File: config.mk
export PLATFORM = sky130hd
export DESIGN_NAME = utf16_to_utf8_encoder_top
export DESIGN_NICKNAME = d
export VERILOG_FILES = /design/src/utf_enc_pkg.sv /design/src/utf16_to_utf8_encoder_top.sv /design/src/utf_enc_front.sv /design/src/utf_enc_fifo.sv /design/src/utf_enc_back.sv
export VERILOG_INCLUDE_DIRS = /design/src /design/src/src
export SDC_FILE = /design/constraint.sdc
export NUM_CORES = 1
export LEC_CHECK = 0
export ABC_AREA = 1
export BUFFER_PORTS_ARGS = -buffer_cell sky130_fd_sc_hd__buf_2
export CAP_MARGIN = 20
export CELL_PAD_IN_SITES_DETAIL_PLACEMENT = 0
export CELL_PAD_IN_SITES_GLOBAL_PLACEMENT = 1
export CORE_MARGIN = 3
export CORE_UTILIZATION = 25
export DETAILED_ROUTE_END_ITERATION = 12
export PLACE_DENSITY_LB_ADDON = 0.05
export SLEW_MARGIN = 10
export SYNTH_ARGS = -nofsm -noshare
export SYNTH_HDL_FRONTEND = slang
export SYNTH_SLANG_ARGS = --single-unit
File: constraint.sdc
create_clock -name clk -period 4.38 [get_ports clk]
set_input_delay 0 -clock clk [delete_from_list [all_inputs] [get_ports clk]]
set_output_delay 0 -clock clk [all_outputs]
set_load 0.02 [all_outputs]
File: src/utf16_to_utf8_encoder_top_macros.svh
// Assertion macros shared by the transcoder RTL.
// Each macro expects clk and rst to be visible where it is used.
`ifndef UTF16_TO_UTF8_ENCODER_TOP_MACROS_SVH
`define UTF16_TO_UTF8_ENCODER_TOP_MACROS_SVH

`ifndef SYNTHESIS

// Condition must hold at every clock edge outside reset
`define UTE_ASSERT(name, cond) \
  name: assert property (@(posedge clk) disable iff (rst) (cond)) \
    else $error("utf16_to_utf8_encoder: check failed");

// Consequent must hold in the same cycle as the antecedent
`define UTE_ASSERT_IMP(name, ante, cons) \
  name: assert property (@(posedge clk) disable iff (rst) (ante) |-> (cons)) \
    else $error("utf16_to_utf8_encoder: check failed");

// Consequent must hold in the cycle after the antecedent
`define UTE_ASSERT_NEXT(name, ante, cons) \
  name: assert property (@(posedge clk) disable iff (rst) (ante) |=> (cons)) \
    else $error("utf16_to_utf8_encoder: check failed");

`else

`define UTE_ASSERT(name, cond)
`define UTE_ASSERT_IMP(name, ante, cons)
`define UTE_ASSERT_NEXT(name, ante, cons)

`endif

`endif

File: src/utf_enc_pkg.sv
package utf_enc_pkg;

  // Surrogate classification
  localparam logic [15:0] SUR_MASK = 16'hFC00;
  localparam logic [15:0] HIGH_SUR = 16'hD800;
  localparam logic [15:0] LOW_SUR  = 16'hDC00;
  localparam logic [20:0] SUPP_BASE = 21'h10000;

  // UTF-8 length thresholds
  localparam logic [20:0] LIM_1B = 21'h00080;
  localparam logic [20:0] LIM_2B = 21'h00800;
  localparam logic [20:0] LIM_3B = 21'h10000;

  // UTF-8 lead and continuation marks
  localparam logic [7:0] LEAD2 = 8'hC0;
  localparam logic [7:0] LEAD3 = 8'hE0;
  localparam logic [7:0] LEAD4 = 8'hF0;
  localparam logic [7:0] CONT  = 8'h80;

  // Sequence length minus one
  localparam logic [1:0] LEN1 = 2'd0;
  localparam logic [1:0] LEN2 = 2'd1;
  localparam logic [1:0] LEN3 = 2'd2;
  localparam logic [1:0] LEN4 = 2'd3;

  // One queued job: one or two values to encode back to back
  typedef struct packed {
    logic [20:0] v0;
    logic [20:0] v1;
    logic        two;
  } job_t;

  // Number of UTF-8 bytes minus one for a value
  function automatic logic [1:0] enc_len(input logic [20:0] v);
    logic [1:0] r;
    if (v < LIM_1B) begin
      r = LEN1;
    end else if (v < LIM_2B) begin
      r = LEN2;
    end else if (v < LIM_3B) begin
      r = LEN3;
    end else begin
      r = LEN4;
    end
    return r;
  endfunction

  // Byte idx of the UTF-8 sequence of v
  function automatic logic [7:0] enc_byte(input logic [20:0] v, input logic [1:0] len_m1,
                                          input logic [1:0] idx);
    logic [1:0] sh;
    logic [5:0] chunk;
    logic [7:0] r;
    sh = len_m1 - idx;
    unique case (sh)
      2'd0: chunk = v[5:0];
      2'd1: chunk = v[11:6];
      2'd2: chunk = v[17:12];
      default: chunk = {3'b000, v[20:18]};
    endcase
    if (idx == 2'd0) begin
      unique case (len_m1)
        LEN1: r = v[7:0];
        LEN2: r = LEAD2 | {3'b000, v[10:6]};
        LEN3: r = LEAD3 | {4'b0000, v[15:12]};
        default: r = LEAD4 | {5'b00000, v[20:18]};
      endcase
    end else begin
      r = CONT | {2'b00, chunk};
    end
    return r;
  endfunction

endpackage

File: src/utf16_to_utf8_encoder_top.sv
// UTF-16 to UTF-8 transcoder.
// Input queue port: code_value is taken on a rising edge with push high and
// full low. Each item is a UTF-16 code unit or a whole code point; 0 flushes
// a held high surrogate. A high surrogate is held until the next item: a low
// surrogate then forms a 4-byte sequence, anything else sends the held unit
// as 3 bytes before encoding the new item.
// Output queue port: while empty is low, out_byte/last_byte show the oldest
// byte; it is taken on a rising edge with pop high. last_byte marks the final
// byte caused by one input item. Items that cause no bytes produce nothing.
// The first byte of an item is registered in the job queue, then in out_byte.
// Throughput: the byte emitter sends one byte per cycle unless the receiver
// stalls, so an item gives 1 to 7 bytes at the output (1 to 4 for most text).
// While bytes drain, the QUEUE_DEPTH-entry job queue takes one item per cycle.
// Reset (rst, synchronous) drops any held surrogate and all queued bytes.
// When the receiver stalls, the output byte holds, the job queue fills and
// full rises.
module utf16_to_utf8_encoder_top #(
  parameter int QUEUE_DEPTH = 4
) (
  input  logic        clk,
  input  logic        rst,
  input  logic        push,
  output logic        full,
  input  logic [20:0] code_value,
  output logic        empty,
  input  logic        pop,
  output logic [7:0]  out_byte,
  output logic        last_byte
);
  import utf_enc_pkg::*;

  job_t q_wdata;
  job_t q_rdata;
  logic q_push;
  logic q_full;
  logic q_pop;
  logic q_empty;

  // Accept and classify
  utf_enc_front u_front (
    .clk        (clk),
    .rst        (rst),
    .push       (push),
    .full       (full),
    .code_value (code_value),
    .q_full     (q_full),
    .q_push     (q_push),
    .q_data     (q_wdata)
  );

  // Jobs between classifier and emitter
  utf_enc_fifo #(
    .DEPTH (QUEUE_DEPTH)
  ) u_fifo (
    .clk     (clk),
    .rst     (rst),
    .wr_en   (q_push),
    .wr_data (q_wdata),
    .full    (q_full),
    .rd_en   (q_pop),
    .rd_data (q_rdata),
    .empty   (q_empty)
  );

  // Byte emitter
  utf_enc_back u_back (
    .clk       (clk),
    .rst       (rst),
    .job       (q_rdata),
    .job_empty (q_empty),
    .job_pop   (q_pop),
    .out_byte  (out_byte),
    .last_byte (last_byte),
    .empty     (empty),
    .pop       (pop)
  );

endmodule

File: src/utf_enc_front.sv
module utf_enc_front (
  input  logic               clk,
  input  logic               rst,
  input  logic               push,
  output logic               full,
  input  logic [20:0]        code_value,
  input  logic               q_full,
  output logic               q_push,
  output utf_enc_pkg::job_t  q_data
);
  import utf_enc_pkg::*;

  logic [15:0] pending;
  logic        accept;
  logic        is_high;
  logic        is_low;
  logic        held;
  logic [20:0] pair_cp;

  assign full   = q_full;
  assign accept = push && !q_full;
  assign held   = (pending != 16'h0000);

  // Surrogates only exist below the supplementary planes
  assign is_high = (code_value[20:16] == 5'd0) && ((code_value[15:0] & SUR_MASK) == HIGH_SUR);
  assign is_low  = (code_value[20:16] == 5'd0) && ((code_value[15:0] & SUR_MASK) == LOW_SUR);
  assign pair_cp = {1'b0, pending[9:0], code_value[9:0]} + SUPP_BASE;

  // Classify the item into a job for the byte emitter
  always_comb begin
    q_push = 1'b0;
    q_data = '{v0: code_value, v1: code_value, two: 1'b0};
    if (!held) begin
      q_push = accept && !is_high && (code_value != 21'd0);
    end else if (is_low) begin
      q_push    = accept;
      q_data.v0 = pair_cp;
    end else begin
      q_push     = accept;
      q_data.v0  = {5'd0, pending};
      q_data.two = (code_value != 21'd0);
    end
  end

  // Held high surrogate
  always_ff @(posedge clk) begin
    if (rst) begin
      pending <= 16'h0000;
    end else if (accept) begin
      if (!held && is_high) begin
        pending <= code_value[15:0];
      end else begin
        pending <= 16'h0000;
      end
    end
  end

  `include "utf16_to_utf8_encoder_top_macros.svh"

  `UTE_ASSERT(a_pending_is_high, !held || ((pending & SUR_MASK) == HIGH_SUR))
  `UTE_ASSERT_NEXT(a_held_clears, accept && held, !held)

endmodule

File: src/utf_enc_fifo.sv
module utf_enc_fifo #(
  parameter int DEPTH = 4
) (
  input  logic               clk,
  input  logic               rst,
  input  logic               wr_en,
  input  utf_enc_pkg::job_t  wr_data,
  output logic               full,
  input  logic               rd_en,
  output utf_enc_pkg::job_t  rd_data,
  output logic               empty
);
  import utf_enc_pkg::*;

  localparam int PW = (DEPTH > 1) ? $clog2(DEPTH) : 1;
  localparam int CW = $clog2(DEPTH + 1);
  localparam logic [PW-1:0] LAST_PTR = PW'(DEPTH - 1);
  localparam logic [CW-1:0] FULL_CNT = CW'(DEPTH);

  job_t          slots [DEPTH];
  logic [PW-1:0] wr_ptr;
  logic [PW-1:0] rd_ptr;
  logic [CW-1:0] count;
  logic          do_wr;
  logic          do_rd;

  assign full    = (count == FULL_CNT);
  assign empty   = (count == '0);
  assign do_wr   = wr_en && !full;
  assign do_rd   = rd_en && !empty;
  assign rd_data = slots[rd_ptr];

  // Storage
  always_ff @(posedge clk) begin
    if (do_wr) begin
      slots[wr_ptr] <= wr_data;
    end
  end

  // Pointers and fill count
  always_ff @(posedge clk) begin
    if (rst) begin
      wr_ptr <= '0;
      rd_ptr <= '0;
      count  <= '0;
    end else begin
      if (do_wr) begin
        wr_ptr <= (wr_ptr == LAST_PTR) ? '0 : wr_ptr + 1'b1;
      end
      if (do_rd) begin
        rd_ptr <= (rd_ptr == LAST_PTR) ? '0 : rd_ptr + 1'b1;
      end
      if (do_wr && !do_rd) begin
        count <= count + 1'b1;
      end else if (do_rd && !do_wr) begin
        count <= count - 1'b1;
      end
    end
  end

  `include "utf16_to_utf8_encoder_top_macros.svh"

  `UTE_ASSERT(a_count_bound, count <= FULL_CNT)

endmodule

File: src/utf_enc_back.sv
module utf_enc_back (
  input  logic               clk,
  input  logic               rst,
  input  utf_enc_pkg::job_t  job,
  input  logic               job_empty,
  output logic               job_pop,
  output logic [7:0]         out_byte,
  output logic               last_byte,
  output logic               empty,
  input  logic               pop
);
  import utf_enc_pkg::*;

  logic        sel;
  logic [1:0]  idx;
  logic        out_valid;
  logic [20:0] cur;
  logic [1:0]  len_m1;
  logic        slot_free;
  logic        fire;
  logic        val_done;
  logic        job_done;

  assign cur       = sel ? job.v1 : job.v0;
  assign len_m1    = enc_len(cur);
  assign slot_free = !out_valid || pop;
  assign fire      = !job_empty && slot_free;
  assign val_done  = (idx == len_m1);
  assign job_done  = val_done && (sel || !job.two);
  assign job_pop   = fire && job_done;
  assign empty     = !out_valid;

  // Walk through the bytes of the head job
  always_ff @(posedge clk) begin
    if (rst) begin
      sel <= 1'b0;
      idx <= 2'd0;
    end else if (fire) begin
      if (val_done) begin
        sel <= !job_done;
        idx <= 2'd0;
      end else begin
        idx <= idx + 2'd1;
      end
    end
  end

  // Output register
  always_ff @(posedge clk) begin
    if (rst) begin
      out_valid <= 1'b0;
    end else if (slot_free) begin
      out_valid <= fire;
    end
  end

  always_ff @(posedge clk) begin
    if (fire) begin
      out_byte  <= enc_byte(cur, len_m1, idx);
      last_byte <= job_done;
    end
  end

  `include "utf16_to_utf8_encoder_top_macros.svh"

  `UTE_ASSERT_IMP(a_second_needs_two, sel, !job_empty && job.two)
  `UTE_ASSERT_IMP(a_idx_in_range, !job_empty, idx <= len_m1)

endmodule
* After elaboration in Yosys (flattened, before gate mapping)
Memory sizes are Yosys's and may differ from the RTL's. A register that Yosys moved wholly into a read port is not among the register bits. Index checks and enable logic that the tools add are counted.
Word-level totals: memories 1, output and inout port bits 11, register bits after elaboration 36, input bits 25, word-level logic and storage cells 86, RAM bits 172
Memories:
- u_fifo.slots | words 4, bits a word 43, rd ports 1, clocked after memory_dff 1, wr ports 1, RTL line utf_enc_fifo.sv:20 | job_t slots [DEPTH];
Operators by class: $lt $le $gt $ge 3, add/subtract/negate cells 7, multiplexer cells 22, reductions and logical operators 33, equality and inequality tests 10
Operator list (number):
- 21-bit 2-to-1 mux | 3
- 8-bit case mux with 3 select lines | 1
- 20-bit by 17-bit adder with 21-bit output (second input constant) | 1
- 21-bit by 12-bit less-than comparator with 1-bit output (second input constant) | 1
- 21-bit by 17-bit less-than comparator with 1-bit output (second input constant) | 1
- 21-bit by 8-bit less-than comparator with 1-bit output (second input constant) | 1
- 21-bit nonzero test | 1
- 6-bit case mux with 3 select lines | 1
- 16-bit 2-to-1 mux | 1
- 16-bit nonzero test | 1
- 2-bit 2-to-1 mux | 7
- 1-bit logical AND | 13
- 6-bit == test (second input constant) | 2
- 1-bit zero test | 9
- 2-bit == test (second input constant) | 4
- 2-bit by 1-bit adder with 2-bit output (second input constant) | 3
- 2-bit zero test | 3
- 1-bit 2-to-1 mux | 6
- 3-bit 2-to-1 mux | 2
- 6-bit 2-to-1 mux | 1
- 5-bit zero test | 1
- 2-bit by 1-bit == test with 1-bit output (second input constant) | 2
- 3-bit by 1-bit adder with 3-bit output (second input constant) | 1
- 3-bit == test (second input constant) | 1
- 7 further kinds | 8

* Depth between registers and ports, before layout
depth after elaboration 12, gate-level depth with buffers 25, gate-level depth less buffers 22

* Modules after synthesis
From an unflattened synthesis, not the netlist that was laid out.
Unflattened totals: cells, all modules 970, area total of the unflattened synthesis 9939.5 um^2
By module, submodules not included:
- utf_enc_fifo | times used 1, cells each 486, area each 6859.1 um^2, seq. area each 5345.1 um^2
- utf_enc_front | times used 1, cells each 247, area each 1599.0 um^2, seq. area each 320.3 um^2
- utf_enc_back | times used 1, cells each 237, area each 1481.4 um^2, seq. area each 350.3 um^2

* Worst setup path before layout
Ideal clock, no wire load.
path type register -> register, start point register u_fifo.count[0], end point memory u_fifo.slots[0][0] in the netlist's numbering (enable), library setup time 0.444 ns, path slack 0.673 ns, required time 3.936 ns, clock period less this slack 3.707 ns, data arrival time 3.264 ns, buffers on the path 0, stages on the path, launching flop included 7, cells stage by stage dfxtp_1 nor3_1 nor2_1 inv_1 a31oi_1 o21ai_1 nor2_1
Between the ends: word-level cells in the longest chain between the ends 9
RTL lines:
- start: declaration | RTL line utf_enc_fifo.sv:23 | logic [CW-1:0] count;
- start signal: assignment | RTL line utf_enc_fifo.sv:54 | count <= count + 1'b1;
- start signal: assignment | RTL line utf_enc_fifo.sv:56 | count <= count - 1'b1;
- 3-bit == test (*) | RTL line utf_enc_fifo.sv:27 | assign full = (count == FULL_CNT);
- via full | RTL line utf16_to_utf8_encoder_top.sv:23 | output logic full,
- 1-bit zero test (*) | RTL line utf_enc_front.sv:21, utf_enc_fifo.sv:29
- 1-bit logical AND | RTL line utf_enc_front.sv:21 | assign accept = push && !q_full;
- 1-bit logical AND (2 in a row) | RTL line utf_enc_front.sv:34 | q_push = accept && !is_high && (code_value != 21'd0);
- 1-bit 2-to-1 mux | RTL line utf_enc_front.sv:33 | if (!held) begin
- 1-bit logical AND (*) | RTL line utf_enc_fifo.sv:29 | assign do_wr = wr_en && !full;
- 1-bit 2-to-1 mux (*) | RTL line utf_enc_fifo.sv:35 | if (do_wr) begin
- 1-bit 2-to-1 mux (implied by the code) (*) | RTL line utf_enc_fifo.sv:36 | slots[wr_ptr] <= wr_data;
- end: declaration | RTL line utf_enc_fifo.sv:20
The timed path passes the listed nets; every way through them passes the cells marked *.

* Worst setup path after layout
start point register u_back.sel, end point register u_fifo.count[2]
Between the ends: word-level cells in the longest chain between the ends 12, elaborated cells between the ends (all ways) 17, those cells by class 3 x order compare; 1 x eq/ne; 5 x mux; 8 x reduce/logical
RTL lines:
- start: declaration | RTL line utf_enc_back.sv:14 | logic sel;
- start signal: assignment | RTL line utf_enc_back.sv:40 | sel <= !job_done;
- 21-bit 2-to-1 mux | RTL line utf_enc_back.sv:24 | assign cur = sel ? job.v1 : job.v0;
- 21-bit by 17-bit less-than comparator with 1-bit output | RTL line utf_enc_pkg.sv:40 | end else if (v < LIM_3B) begin
- 1-bit 2-to-1 mux | RTL line utf_enc_pkg.sv:40
- 2-bit 2-to-1 mux | RTL line utf_enc_pkg.sv:38 | end else if (v < LIM_2B) begin
- 2-bit 2-to-1 mux | RTL line utf_enc_pkg.sv:36 | if (v < LIM_1B) begin
- 2-bit == test | RTL line utf_enc_back.sv:28 | assign val_done = (idx == len_m1);
- 1-bit logical AND (*) | RTL line utf_enc_back.sv:29 | assign job_done = val_done && (sel || !job.two);
- via u_back.job_done | RTL line utf_enc_back.sv:22 | logic job_done;
- 1-bit logical AND (*) | RTL line utf_enc_back.sv:30 | assign job_pop = fire && job_done;
- 1-bit logical AND (*) | RTL line utf_enc_fifo.sv:30 | assign do_rd = rd_en && !empty;
- 1-bit zero test | RTL line utf_enc_fifo.sv:53 | if (do_wr && !do_rd) begin
- 1-bit logical AND | RTL line utf_enc_fifo.sv:53
- 3-bit 2-to-1 mux / 2-bit nonzero test (equally long branches)
Marked as above. A chain may end at the register's enable or synchronous reset.

==> impl_metrics.py <==
metrics = {
    "grt": {
        "overflow": 0,
        "grt_pass1_vias": 6733,
        "grt_max_degree": 61,
        "antenna_found_initial": 0,
        "grt_usage_pct": 14.1,
        "grt_pass1_wl_um": 43600,
    },
    "min_path": {
        "worst_hold_path_type": "primary input to flop",
        "holdPathEnd": "u_fifo.slots[2][3]",
        "min_path_cells": 2,
        "hp-start": "code_value[2]",
    },
    "setup_path": {
        "critPathCaptureType": "flop",
        "path_cells": "inv_1 > buf_4 > nor2_1 > a31oi_1 > nor2_1 > nand4_1 > o21ai_0 > ha_1 > nand2_2 > nor2_4 > nand2_2 > ha_1 > inv_1 > fa_1 > a21oi_1 > o21ai_0 > o21ai_0 > a21oi_1",
        "worst_ep_required_time_ns": 4.79,
        "critical_path_class": "flop to flop",
        "crit_path_start_kind": "flop",
        "slowest_stage": "inv_1",
        "rr_worst_depth": 18,
        "timing.rr.end": "u_fifo.count[2]",
        "crit_arrival_ns": 4.20,
        "cp-startpoint": "u_back.sel",
        "path_max_fanout": 16,
        "r2r_slack_ns": 0.59,
        "critPathMaxStageDelay_ns": 0.47,
        "cpMostUsedCell": "o21ai_0",
        "r2r-start": "u_back.sel",
    },
    "layout": {
        "finalNetCount": 1049,
        "antennaDiodeCount": 0,
        "post-route-util_pct": 30.9,
        "drive_gt1_share_pct": 11.8,
        "syn2layout_area_growth_pct": 20.0,
    },
    "timing": {
        "maxSlewHeadroom_pct": 48.4,
        "setup_tns_ns": 0,
        "worst-slew-pin-transition_ns": 0.765,
        "drv_slew": 0,
        "finalSetupViolCount": 0,
        "fin_ws_ns": 0.588,
        "fin_crit_sh_pct": 86.6,
        "clock-skew-final_ns": 0.0221,
        "rsz0062_at_grt": "false",
        "hold_violations": 0,
        "timing.fmax_ghz": 0.264,
        "min_period_ns": 3.79,
    },
    "synthesis": {
        "yosys.area.top_type": "edfxtp_1",
        "syn-num-nets": 980,
        "synthCells": 940,
        "ys_ff_latch": 210,
        "yosysWarnings": 0,
        "synthFlopType": "edfxtp_1",
        "avgSynthCellArea_sq_um": 10.1,
        "synth_area_sq_um": 9530,
        "synth_edf_count": 181,
        "ys_seq_area_share_pct": 63.1,
        "synth_top_cell_area_share_pct": 57.0,
        "synthArstFlopShare_pct": 0,
        "synth.area.top_cells": "edfxtp_1 57%, nand2_1 8.4%, dfxtp_1 6.1%",
        "synth.distinct_cells": 42,
    },
    "clock_network": {
        "cts_tree": "yes",
        "clock_sinks": 210,
        "cts_buffers": 26,
        "cts-root-buf": "clkbuf_16",
        "cts.clk_slew.worst_paths_ns": 0.06,
        "worstSkewPairLatency_ns": 0.54,
        "ctsLongestPathBuffers": 3,
        "cts_max_level": 1,
    },
    "floorplan": {
        "core-area_sq_um": 37000,
        "row_count": 70,
        "start_util_pct": 25.7,
        "dieArea_sq_um": 40500,
        "die_h_um": 201,
        "die_w_um": 201,
        "ios": 36,
    },
    "routing": {
        "post_drt_wl_per_cell_um": 18.8,
        "drt_iter0_markers": 397,
        "vias": 6734,
        "detail-route-antenna-nets": 0,
        "wl_um": 28800,
        "via_per_inst": 4.40,
        "drcViolationCount": 0,
        "drt-pass1-iter-count": 4,
    },
    "pwr": {
        "p_leak_uw": 0.00444,
        "powerDensity_nw_per_um2": 465,
        "ir_drop_uv": 256,
        "total_power_uw": 5320,
    },
    "run_status": {
        "status": "finished clean",
    },
    "placement": {
        "dp_slack_ns": 0.554,
        "io_buffers": 35,
        "dp_hpwl_um": 18500,
        "gp_congestion": 0.737,
    },
    "flow_run": {
        "drv_cap": 0,
    },
}
flip-flops by register name, indices dropped and copies added, names as in the netlist, named ones only:
signal            count
u_front.pending      16
u_fifo.wr_ptr         2
u_back.out_byte       8
u_back.sel            1
u_back.out_valid      1
u_back.last_byte      1
u_fifo.slots        172
u_fifo.rd_ptr         2
u_fifo.count          3
u_back.idx            2
how the worst max path moves through the flow:
stage | endpoint | slack (ns)
6_report | u_fifo.count[2] | 0.59
5_1_grt | u_fifo.count[2] | 0.12
4_1_cts | u_fifo.count[2] | 0.55
3_5_place_dp | u_fifo.count[2] | 0.55
3_3_place_gp | u_fifo.count[2] | 0.54
2_1_floorplan | u_fifo.slots[0][0] | 0.67
per-layer routing:
metal / GRT usage (%) / share of wire (%) / wire, um
met5: 0 / 0 / 0
met4: 2.62 / 1.5 / 429
met3: 2.05 / 3.8 / 1090
met2: 23.2 / 47 / 13400
met1: 20.0 / 48 / 13900
layout make-up:
type	instances	area [sq um]
fillers	3857	25600
flip-flops and latches	210	6020
inverters	114	430
well taps	504	631
clock buffers	32	694
repair buffers	85	673
clock inverters	15	115
multi-input cells	572	2880
what timing repair did:
action                                 in CTS  in global routing
endpoints found under the hold margin     109                  0
hold buffers                               24                  0
setup buffers                               0                  0
gates resized for setup                     0                  0
synth_stat cells, types with 5 or more instances:
cell type  instances
o21ai_0           48
nor2_1            70
edfxtp_1         181
buf_4              5
a21oi_1           34
nand2_1          213
nand3_1           96
a32o_1             6
buf_2             11
nand4_1            8
nand2_2            6
buf_1              5
clkbuf_1          17
o22ai_1           10
buf_6              6
ha_1              14
a211oi_1          11
o21ai_1           11
nor3_1             8
inv_1            111
dfxtp_1           29
power by group:
group          switching [uW]  leakage [uW]  total, uW  internal [uW]
sequential               47.3       0.00192       2430           2390
combinational             587       0.00212        833            246
clock                     829      0.000399       2060           1230
cell families (layout without fill, tap and decap cells):
family | Yosys count | in the layout | synth area share [%]
AOI/OAI and AO/OA | 137 | 137 | 8.44
xor gates and xnor gates | 1 | 1 | 0.0919
adders and majority gates | 15 | 15 | 2.05
buffers and inverters | 158 | 246 | 7.06
DFF | 210 | 210 | 63.1
and+or+nand+nor | 419 | 419 | 19.2
cell usage in the layout, fill, tap and decap left out, types with 2 or more instances in the layout:
| cell | synthesis | layout |
|---|---|---|
| dfxtp_1 | 29 | 28 |
| o21ai_1 | 11 | 11 |
| a31oi_1 | 3 | 3 |
| nand2_2 | 6 | 6 |
| clkbuf_1 | 17 | 5 |
| a32o_1 | 6 | 6 |
| nand4_1 | 8 | 8 |
| o22ai_1 | 10 | 10 |
| clkinv_1 | 1 | 9 |
| ha_1 | 14 | 14 |
| buf_4 | 5 | 21 |
| dlygate4sd3_1 | 0 | 24 |
| o21bai_1 | 3 | 3 |
| clkinv_2 | 0 | 5 |
| o211ai_1 | 2 | 2 |
| a21oi_1 | 34 | 33 |
| o21ai_0 | 48 | 48 |
| nor2_4 | 4 | 8 |
| nand2_1 | 213 | 213 |
| inv_1 | 111 | 111 |
| nor2_1 | 70 | 66 |
| buf_2 | 11 | 35 |
| edfxtp_1 | 181 | 181 |
| bufinv_16 | 0 | 2 |
| nor4_1 | 2 | 2 |
| clkbuf_16 | 0 | 27 |
| nand3_1 | 96 | 96 |
| buf_12 | 0 | 5 |
| a2111oi_0 | 4 | 4 |
| a211oi_1 | 11 | 11 |
| nor3_1 | 8 | 8 |
| nand3b_1 | 4 | 4 |
| nand2_4 | 2 | 2 |
| nand3_2 | 4 | 4 |
worst max-delay path, delay by kind of cell, from the launching register on:
kind	cells	cell delay, ns
AND/OR/NAND/NOR	6	0.62
buffers and inverters	3	0.90
flip-flops	1	0.31
AO/OA/AOI/OAI	6	0.98
adder cells (fa/ha/maj)	3	0.87
stage by stage:
step	hold slack, ns	instance area (sq um)	cells
global placement	0.250	10400	1461
CTS	0.223	11400	1532
floorplan	0.0910	9530	940
global route	0.263	11400	1532
finish	0.245	11400	1532
detailed placement	0.256	10400	1461
Note: power is estimated with default switching activity, not from simulation.
